===== src/sv/table_driven_random_draw_top_assert.svh =====
// Assertion macros shared by the draw unit's modules.
// Each macro expects signals named clk and rst_n in the scope where it is used.
`ifndef TABLE_DRIVEN_RANDOM_DRAW_TOP_ASSERT_SVH
`define TABLE_DRIVEN_RANDOM_DRAW_TOP_ASSERT_SVH

// The consequent must hold in the same cycle as the antecedent.
`define TDRD_ASSERT_NOW(label, ante, cons, msg) \
    label: assert property (@(posedge clk) disable iff (!rst_n) (ante) |-> (cons)) \
        else $error(msg);

// The consequent must hold in the cycle after the antecedent.
`define TDRD_ASSERT_NEXT(label, ante, cons, msg) \
    label: assert property (@(posedge clk) disable iff (!rst_n) (ante) |=> (cons)) \
        else $error(msg);

`endif


===== src/sv/tdrd_pkg.sv =====
package tdrd_pkg;

    localparam int TABLE_DEPTH = 256;
    localparam int ADDR_W      = $clog2(TABLE_DEPTH);
    // The position can run two past the last entry after a skip.
    localparam int POS_W       = $clog2(TABLE_DEPTH + 3);
    localparam int WORD_W      = 32;
    localparam int LEN_W       = 9;
    localparam int IDX_W       = 8;
    localparam int CMD_W       = 2;
    localparam int CFG_IDX_W   = 2;
    localparam int DIV_CNT_W   = $clog2(WORD_W);
    localparam int IN_DATA_W   = IDX_W + WORD_W;

    localparam logic [WORD_W-1:0]    LOWER_RESET = 32'd0;
    localparam logic [WORD_W-1:0]    UPPER_RESET = 32'd65536;
    localparam logic [LEN_W-1:0]     LEN_RESET   = 9'd150;
    localparam logic [WORD_W-1:0]    SEED_RESET  = 32'd0;
    localparam logic [3:0]           NIBBLE_MASK = 4'hF;
    localparam logic [DIV_CNT_W-1:0] DIV_LAST    = DIV_CNT_W'(WORD_W - 1);

    typedef enum logic [CMD_W-1:0] {
        CMD_LOAD    = 2'd0,
        CMD_DRAW    = 2'd1,
        CMD_RESTART = 2'd2
    } cmd_t;

    typedef enum logic [CFG_IDX_W-1:0] {
        REG_LOWER  = 2'd0,
        REG_UPPER  = 2'd1,
        REG_LENGTH = 2'd2,
        REG_SEED   = 2'd3
    } cfg_reg_t;

    typedef struct packed {
        logic latch_in;
        logic do_load;
        logic do_restart;
        logic do_advance;
        logic do_accum;
        logic do_adjust;
        logic div_step;
        logic out_load;
    } dp_cmd_t;

    typedef struct packed {
        cmd_t cmd;
    } dp_stat_t;

endpackage


===== src/sv/tdrd_ctrl.sv =====
module tdrd_ctrl (
    input  logic                clk,
    input  logic                rst_n,
    input  logic                s_axis_tvalid,
    output logic                s_axis_tready,
    output logic                m_axis_tvalid,
    input  logic                m_axis_tready,
    input  tdrd_pkg::dp_stat_t  stat,
    output tdrd_pkg::dp_cmd_t   cmd
);

    typedef enum logic [5:0] {
        S_IDLE   = 6'b000001,
        S_EXEC   = 6'b000010,
        S_FETCH  = 6'b000100,
        S_ADJUST = 6'b001000,
        S_DIV    = 6'b010000,
        S_DONE   = 6'b100000
    } state_t;

    state_t                          state_reg, state_next;
    logic [tdrd_pkg::DIV_CNT_W-1:0]  cnt_reg, cnt_next;
    logic                            out_valid_reg, out_valid_next;

    always_comb
    begin
        state_next = state_reg;
        cnt_next   = cnt_reg;
        cmd        = '0;
        unique case (state_reg)
            S_IDLE:
            begin
                if (s_axis_tvalid)
                begin
                    cmd.latch_in = 1'b1;
                    state_next   = S_EXEC;
                end
            end
            S_EXEC:
            begin
                case (stat.cmd)
                    tdrd_pkg::CMD_LOAD:
                    begin
                        cmd.do_load = 1'b1;
                        state_next  = S_DONE;
                    end
                    tdrd_pkg::CMD_DRAW:
                    begin
                        cmd.do_advance = 1'b1;
                        state_next     = S_FETCH;
                    end
                    tdrd_pkg::CMD_RESTART:
                    begin
                        cmd.do_restart = 1'b1;
                        state_next     = S_DONE;
                    end
                    default:
                    begin
                        state_next = S_DONE;
                    end
                endcase
            end
            S_FETCH:
            begin
                cmd.do_accum = 1'b1;
                state_next   = S_ADJUST;
            end
            S_ADJUST:
            begin
                cmd.do_adjust = 1'b1;
                cnt_next      = '0;
                state_next    = S_DIV;
            end
            S_DIV:
            begin
                cmd.div_step = 1'b1;
                cnt_next     = cnt_reg + 1'b1;
                if (cnt_reg == tdrd_pkg::DIV_LAST)
                begin
                    state_next = S_DONE;
                end
            end
            S_DONE:
            begin
                if (!out_valid_reg || m_axis_tready)
                begin
                    cmd.out_load = 1'b1;
                    state_next   = S_IDLE;
                end
            end
            default:
            begin
                state_next = S_IDLE;
            end
        endcase
    end

    always_comb
    begin
        if (cmd.out_load)
        begin
            out_valid_next = 1'b1;
        end
        else if (m_axis_tready)
        begin
            out_valid_next = 1'b0;
        end
        else
        begin
            out_valid_next = out_valid_reg;
        end
    end

    always_ff @(posedge clk or negedge rst_n)
    begin
        if (!rst_n)
        begin
            state_reg     <= S_IDLE;
            cnt_reg       <= '0;
            out_valid_reg <= 1'b0;
        end
        else
        begin
            state_reg     <= state_next;
            cnt_reg       <= cnt_next;
            out_valid_reg <= out_valid_next;
        end
    end

    assign s_axis_tready = (state_reg == S_IDLE);
    assign m_axis_tvalid = out_valid_reg;

`include "table_driven_random_draw_top_assert.svh"

    `TDRD_ASSERT_NEXT(accept_starts_exec, s_axis_tvalid && s_axis_tready, state_reg == S_EXEC, "accepted beat did not start execution")
    `TDRD_ASSERT_NOW(div_runs_full_width, state_reg == S_DONE && $past(state_reg) == S_DIV, $past(cnt_reg) == tdrd_pkg::DIV_LAST, "remainder finished early")
    `TDRD_ASSERT_NOW(result_not_overwritten, out_valid_reg && !m_axis_tready, !cmd.out_load, "waiting result overwritten")

endmodule


===== config.mk =====
export PLATFORM = sky130hd
export DESIGN_NAME = tdrd_ctrl
export DESIGN_NICKNAME = d
export VERILOG_FILES = /design/src/sv/tdrd_pkg.sv /design/src/sv/tdrd_ctrl.sv
export VERILOG_INCLUDE_DIRS = /design/src /design/src/sv
export SDC_FILE = /design/constraint.sdc
export NUM_CORES = 1
export LEC_CHECK = 0
export BUFFER_PORTS_ARGS = -buffer_cell sky130_fd_sc_hd__buf_2
export CORE_MARGIN = 2
export CORE_UTILIZATION = 35
export DETAILED_ROUTE_END_ITERATION = 10
export GPL_ROUTABILITY_DRIVEN = 0
export GPL_TIMING_DRIVEN = 0
export SYNTH_ARGS = -nofsm -noshare
export SYNTH_HDL_FRONTEND = slang
export SYNTH_SLANG_ARGS = --single-unit

===== constraint.sdc =====
create_clock -name clk -period 2.7 [get_ports clk]
set_input_delay 0.405 -clock clk [delete_from_list [all_inputs] [get_ports clk]]
set_output_delay 0.405 -clock clk [all_outputs]
set_load 0.01 [all_outputs]

# After elaboration in Yosys (flattened, before gate mapping)
# Index checks and enable logic that the tools add are counted.
# W data, S select, Z words.
# totals
reg_bits,12
mem_count,0
latchBits,0
word_cells,41
ramBits,0
output_inout_bits,10
rom_bits,0
in_bits,6
# op_classes
n_mul,0
bitwise,0
eq_ne,12
n_shift,0
magnitude_cmp,0
n_addsub,1
n_div,0
n_mux,19
reduce_logical,6
# op_table
operator,n
$pmux W6 S6,1
$mux W6,4
$mux W1,12
$pmux W5 S2,1
$eq A6 B1 Y1 const B,1
$eq A6 B2 Y1 const B,1
$eq A6 B3 Y1 const B,1
$eq A6 B4 Y1 const B,1
$eq A6 B5 Y1 const B,1
$eq A6 B6 Y1 const B,1
$ne A2 B2 Y1 const B,3
$add A5 B1 Y5 const B,1
$eq A5 B5 Y1 const B,1
$reduce_bool A2 Y1,2
$mux W3,1
$reduce_and A3 Y1,1
$eq A2 B1 Y1 const B,1
$eq A2 B2 Y1 const B,1
$logic_not A2 Y1,1
$logic_not A1 Y1,1
$logic_or A1 B1 Y1,1

# Logic depth before layout (Yosys ltp)
# logic_depth
word_depth,5
depth_mapped,5

# Least setup slack after synthesis
# Ideal clock, no wire load.
# synth_timing
path_kind,register to output
from,reg state_reg[4]
to,out cmd[5] in the netlist's numbering
t_required_ns,2.295
setup_slack_ns,0.542
t_arrival_ns,1.753
path_stages_with_launch,5
cell_sequence,dfrtp_1 buf_6 or4_4 or3b_4 nor3b_1
# synth_rtl
element,line_no,text
"start, declared",tdrd_ctrl.sv:21,"state_t state_reg, state_next;"
"start signal, assigned",tdrd_ctrl.sv:124,state_reg <= state_next;
"end, declared",tdrd_ctrl.sv:9,output tdrd_pkg::dp_cmd_t cmd

==> qor.csv <==
stage,metric,value,unit
run_status,status,"finished, violations left",
run_status,violated checks,hold timing,
critical_path,Worst Path Max Fanout,6,
detailed_routing,Routed Antenna Nets,0,
detailed_routing,via count,631,
synthesis,fraction of registers with async set/reset,1.00,
synthesis,Mapped Cells,74,
synthesis,Yosys top cell by area,dfrtp_1,
layout,"Design Area, Final",858,sq um
critical_path,FF-to-FF End,state_reg[0],
cts,clock sinks,12,
detailed_routing,initial DRC count,9,
layout,n_diodes,0,
detailed_routing,DRC errors left,0,
timing,final cycle utilization of the critical path,0.941,
grt,global-route wire length before repair,2630,microns
timing,Slew @ Worst Pin,0.463,ns
synthesis,sequential area share after synthesis,0.427,
grt,initial antenna violation count,0,
cts,total CTS buffers,3,
die,die width,48.9,microns
timing,Final min period,2.54,ns
layout,Storage cell area,302,sq um
detailed_routing,WL/cell,12.7,microns
cts,"Setup Fix Bufs, Post-CTS",0,
die,Die ar.,2400,sq um
layout,fin nets,102,
grt,largest net degree at the start of global routing,13,
place,buffers added on ports,15,
die,core area,1940,sq um
detailed_routing,Avg Vias per Cell,5.26,
grt,vias in the first global route,603,
timing,Fin Hold WS,-0.00569,ns
cts,Post-CTS Resized,0,
cts,hold_buf cts,0,
place,DP HPWL,1090,microns
layout,max reg flops,6,
timing,Slew HR,0.689,
critical_path,r2r startpoint,state_reg[2],
pwr,Pleak,0.431,nW
cts,clk slew on worst S/H paths,0.08,ns
synthesis,Synth cell types,34,
synthesis,Yosys top cell area share,0.389,
timing,final setup fails,0,
cts,Max H-tree Level,1,
synthesis,"EDFF count, synth",0,
critical_path,CP Data Required Time,2.30,ns
cts,Clock Path Buffers,2,
synthesis,Mapped Nets,82,
critical_path,CP startpoint kind,flop,
synthesis,top-count cell post-synth,dfrtp_1,
die,die height,48.9,microns
critical_path,flop2flop setup slack,0.87,ns
synthesis,Synth area leaders,"dfrtp_1 (39%), o21ai_0 (5.7%), nor2b_1 (4.4%)",
die,Initial Utilization,0.364,
layout,Util after Layout,0.442,
critical_path,CP Class,flop to output port,
pwr,PwrDens,678,nW/um^2
critical_path,Worst Path Arrival,2.14,ns
synthesis,Ys Warns,0,
timing,Final Hold Violating Endpoints,7,
detailed_routing,1st-pass router iterations,4,
timing,Setup Skew,0.00297,ns
cts,CTS tree,yes,
flow_run,Max-cap violations,0,
cts,Clock Root Buffer,clkbuf_4,
synthesis,Yosys reg bits,12,
critical_path,Reg2Reg Depth,4,
die,io pins,16,
timing,RSZ-0062 raised after global routing,no,
cts,Clock Latency Late Sink,0.27,ns
layout,area occupied by multi-input gates,367,sq um
timing,pins over their slew limit,0,
grt,GRT overflow,0,
critical_path,Worst setup EP type,output port,
die,Core Rows,16,
layout,Layout area overhead,21.4,%
synthesis,Most used DFF post-synth,dfrtp_1,
layout,share of layout cells above drive strength 1,0.312,
pwr,Max IR drop VDD,0.385,mV
detailed_routing,total wire length,1520,microns
place,post-place instance area,816,sq um
timing,setup TNS,0,ns
layout,fill cell count,198,
grt,All-Layer GR Usage,0.145,
timing,FMAX,393,MHz
synthesis,Post-synth top cells,"dfrtp_1 (11), o21ai_0 (8), inv_1 (6), nand3_1 (5), nor2b_1 (5)",
worst_hold_path,HP Class,primary input to asynchronous set/reset pin,
synthesis,Post-Syn Area,707,sq um
synthesis,Mapped Avg Cell Area,9.55,sq um
[per-stage QoR]
step	worst slack [ns]	cells	total power [mW]	hold slack, ns
6_report	0.159	120	0.582	-0.00569
5_1_grt	0.0744	120	0.617	0.00501
4_1_cts	0.165	120	0.582	0.000000833
3_5_place_dp	0.479	116	0.435	0.303
3_3_place_gp	0.491	116	0.427	0.310
2_1_floorplan	0.542	74	0.376	0.109
[layout make-up]
class                           count  area share
Inverter                            6      0.0262
Timing Repair Buffer               15      0.0875
Clock buffer                        4      0.0423
Sequential cell                    12       0.351
Tap cell                           27      0.0394
Multi-Input combinational cell     53       0.427
Buffer                              3      0.0262
[how the worst max path moves through the flow]
stage / startpoint / to / cells after the start
2_1_floorplan: state_reg[4] / cmd[5] / 4
3_3_place_gp: state_reg[2] / cmd[0] / 5
3_5_place_dp: state_reg[2] / cmd[0] / 5
4_1_cts: state_reg[2] / cmd[0] / 5
5_1_grt: state_reg[2] / cmd[0] / 5
6_report: state_reg[2] / cmd[0] / 5
[worst max-delay path, cell delays in order, from the launching register on]
cell,delay [ns]
dfrtp_1,0.44
or4_1,0.56
or3b_2,0.52
nor2b_1,0.13
buf_4,0.10
buf_2,0.11
[where the power goes]
group          internal (mW)  switching, mW  total [mW]
Clock                 0.0820         0.0629       0.145
Combinational         0.0970         0.0910       0.188
Sequential             0.209         0.0394       0.249
[layer usage]
metal / up-vias / part of all wire / global-route usage / wire length [microns]
li1: 304 / - / - / -
met1: 309 / 0.44 / 0.161 / 668
met2: 14 / 0.50 / 0.253 / 757
met3: 4 / 0.042 / 0.0583 / 63
met4: 0 / 0.019 / 0.0429 / 29
met5: - / 0 / 0 / 0
[logic make-up (layout without fill, tap and decap cells)]
group,count (synthesis),count (layout),share of synthesized area
simple gates,33,33,0.310
xor+xnor,2,2,0.0248
fa+ha+maj,2,2,0.0354
compound gates,16,16,0.140
flops,12,12,0.427
buf+inv,9,28,0.0637
[layout by cell type, fill, tap and decap left out, types with 2 or more instances in the layout]
cell,n
nand3_1,5
ha_1,2
nor2b_1,5
buf_2,15
nor3_1,3
dfrtp_1,11
and2_1,2
clkbuf_4,3
nand2_1,3
o21ai_0,8
nor3b_1,2
inv_1,6
or4_1,2
a21oi_1,3
Note: power is estimated with default switching activity, not from simulation.
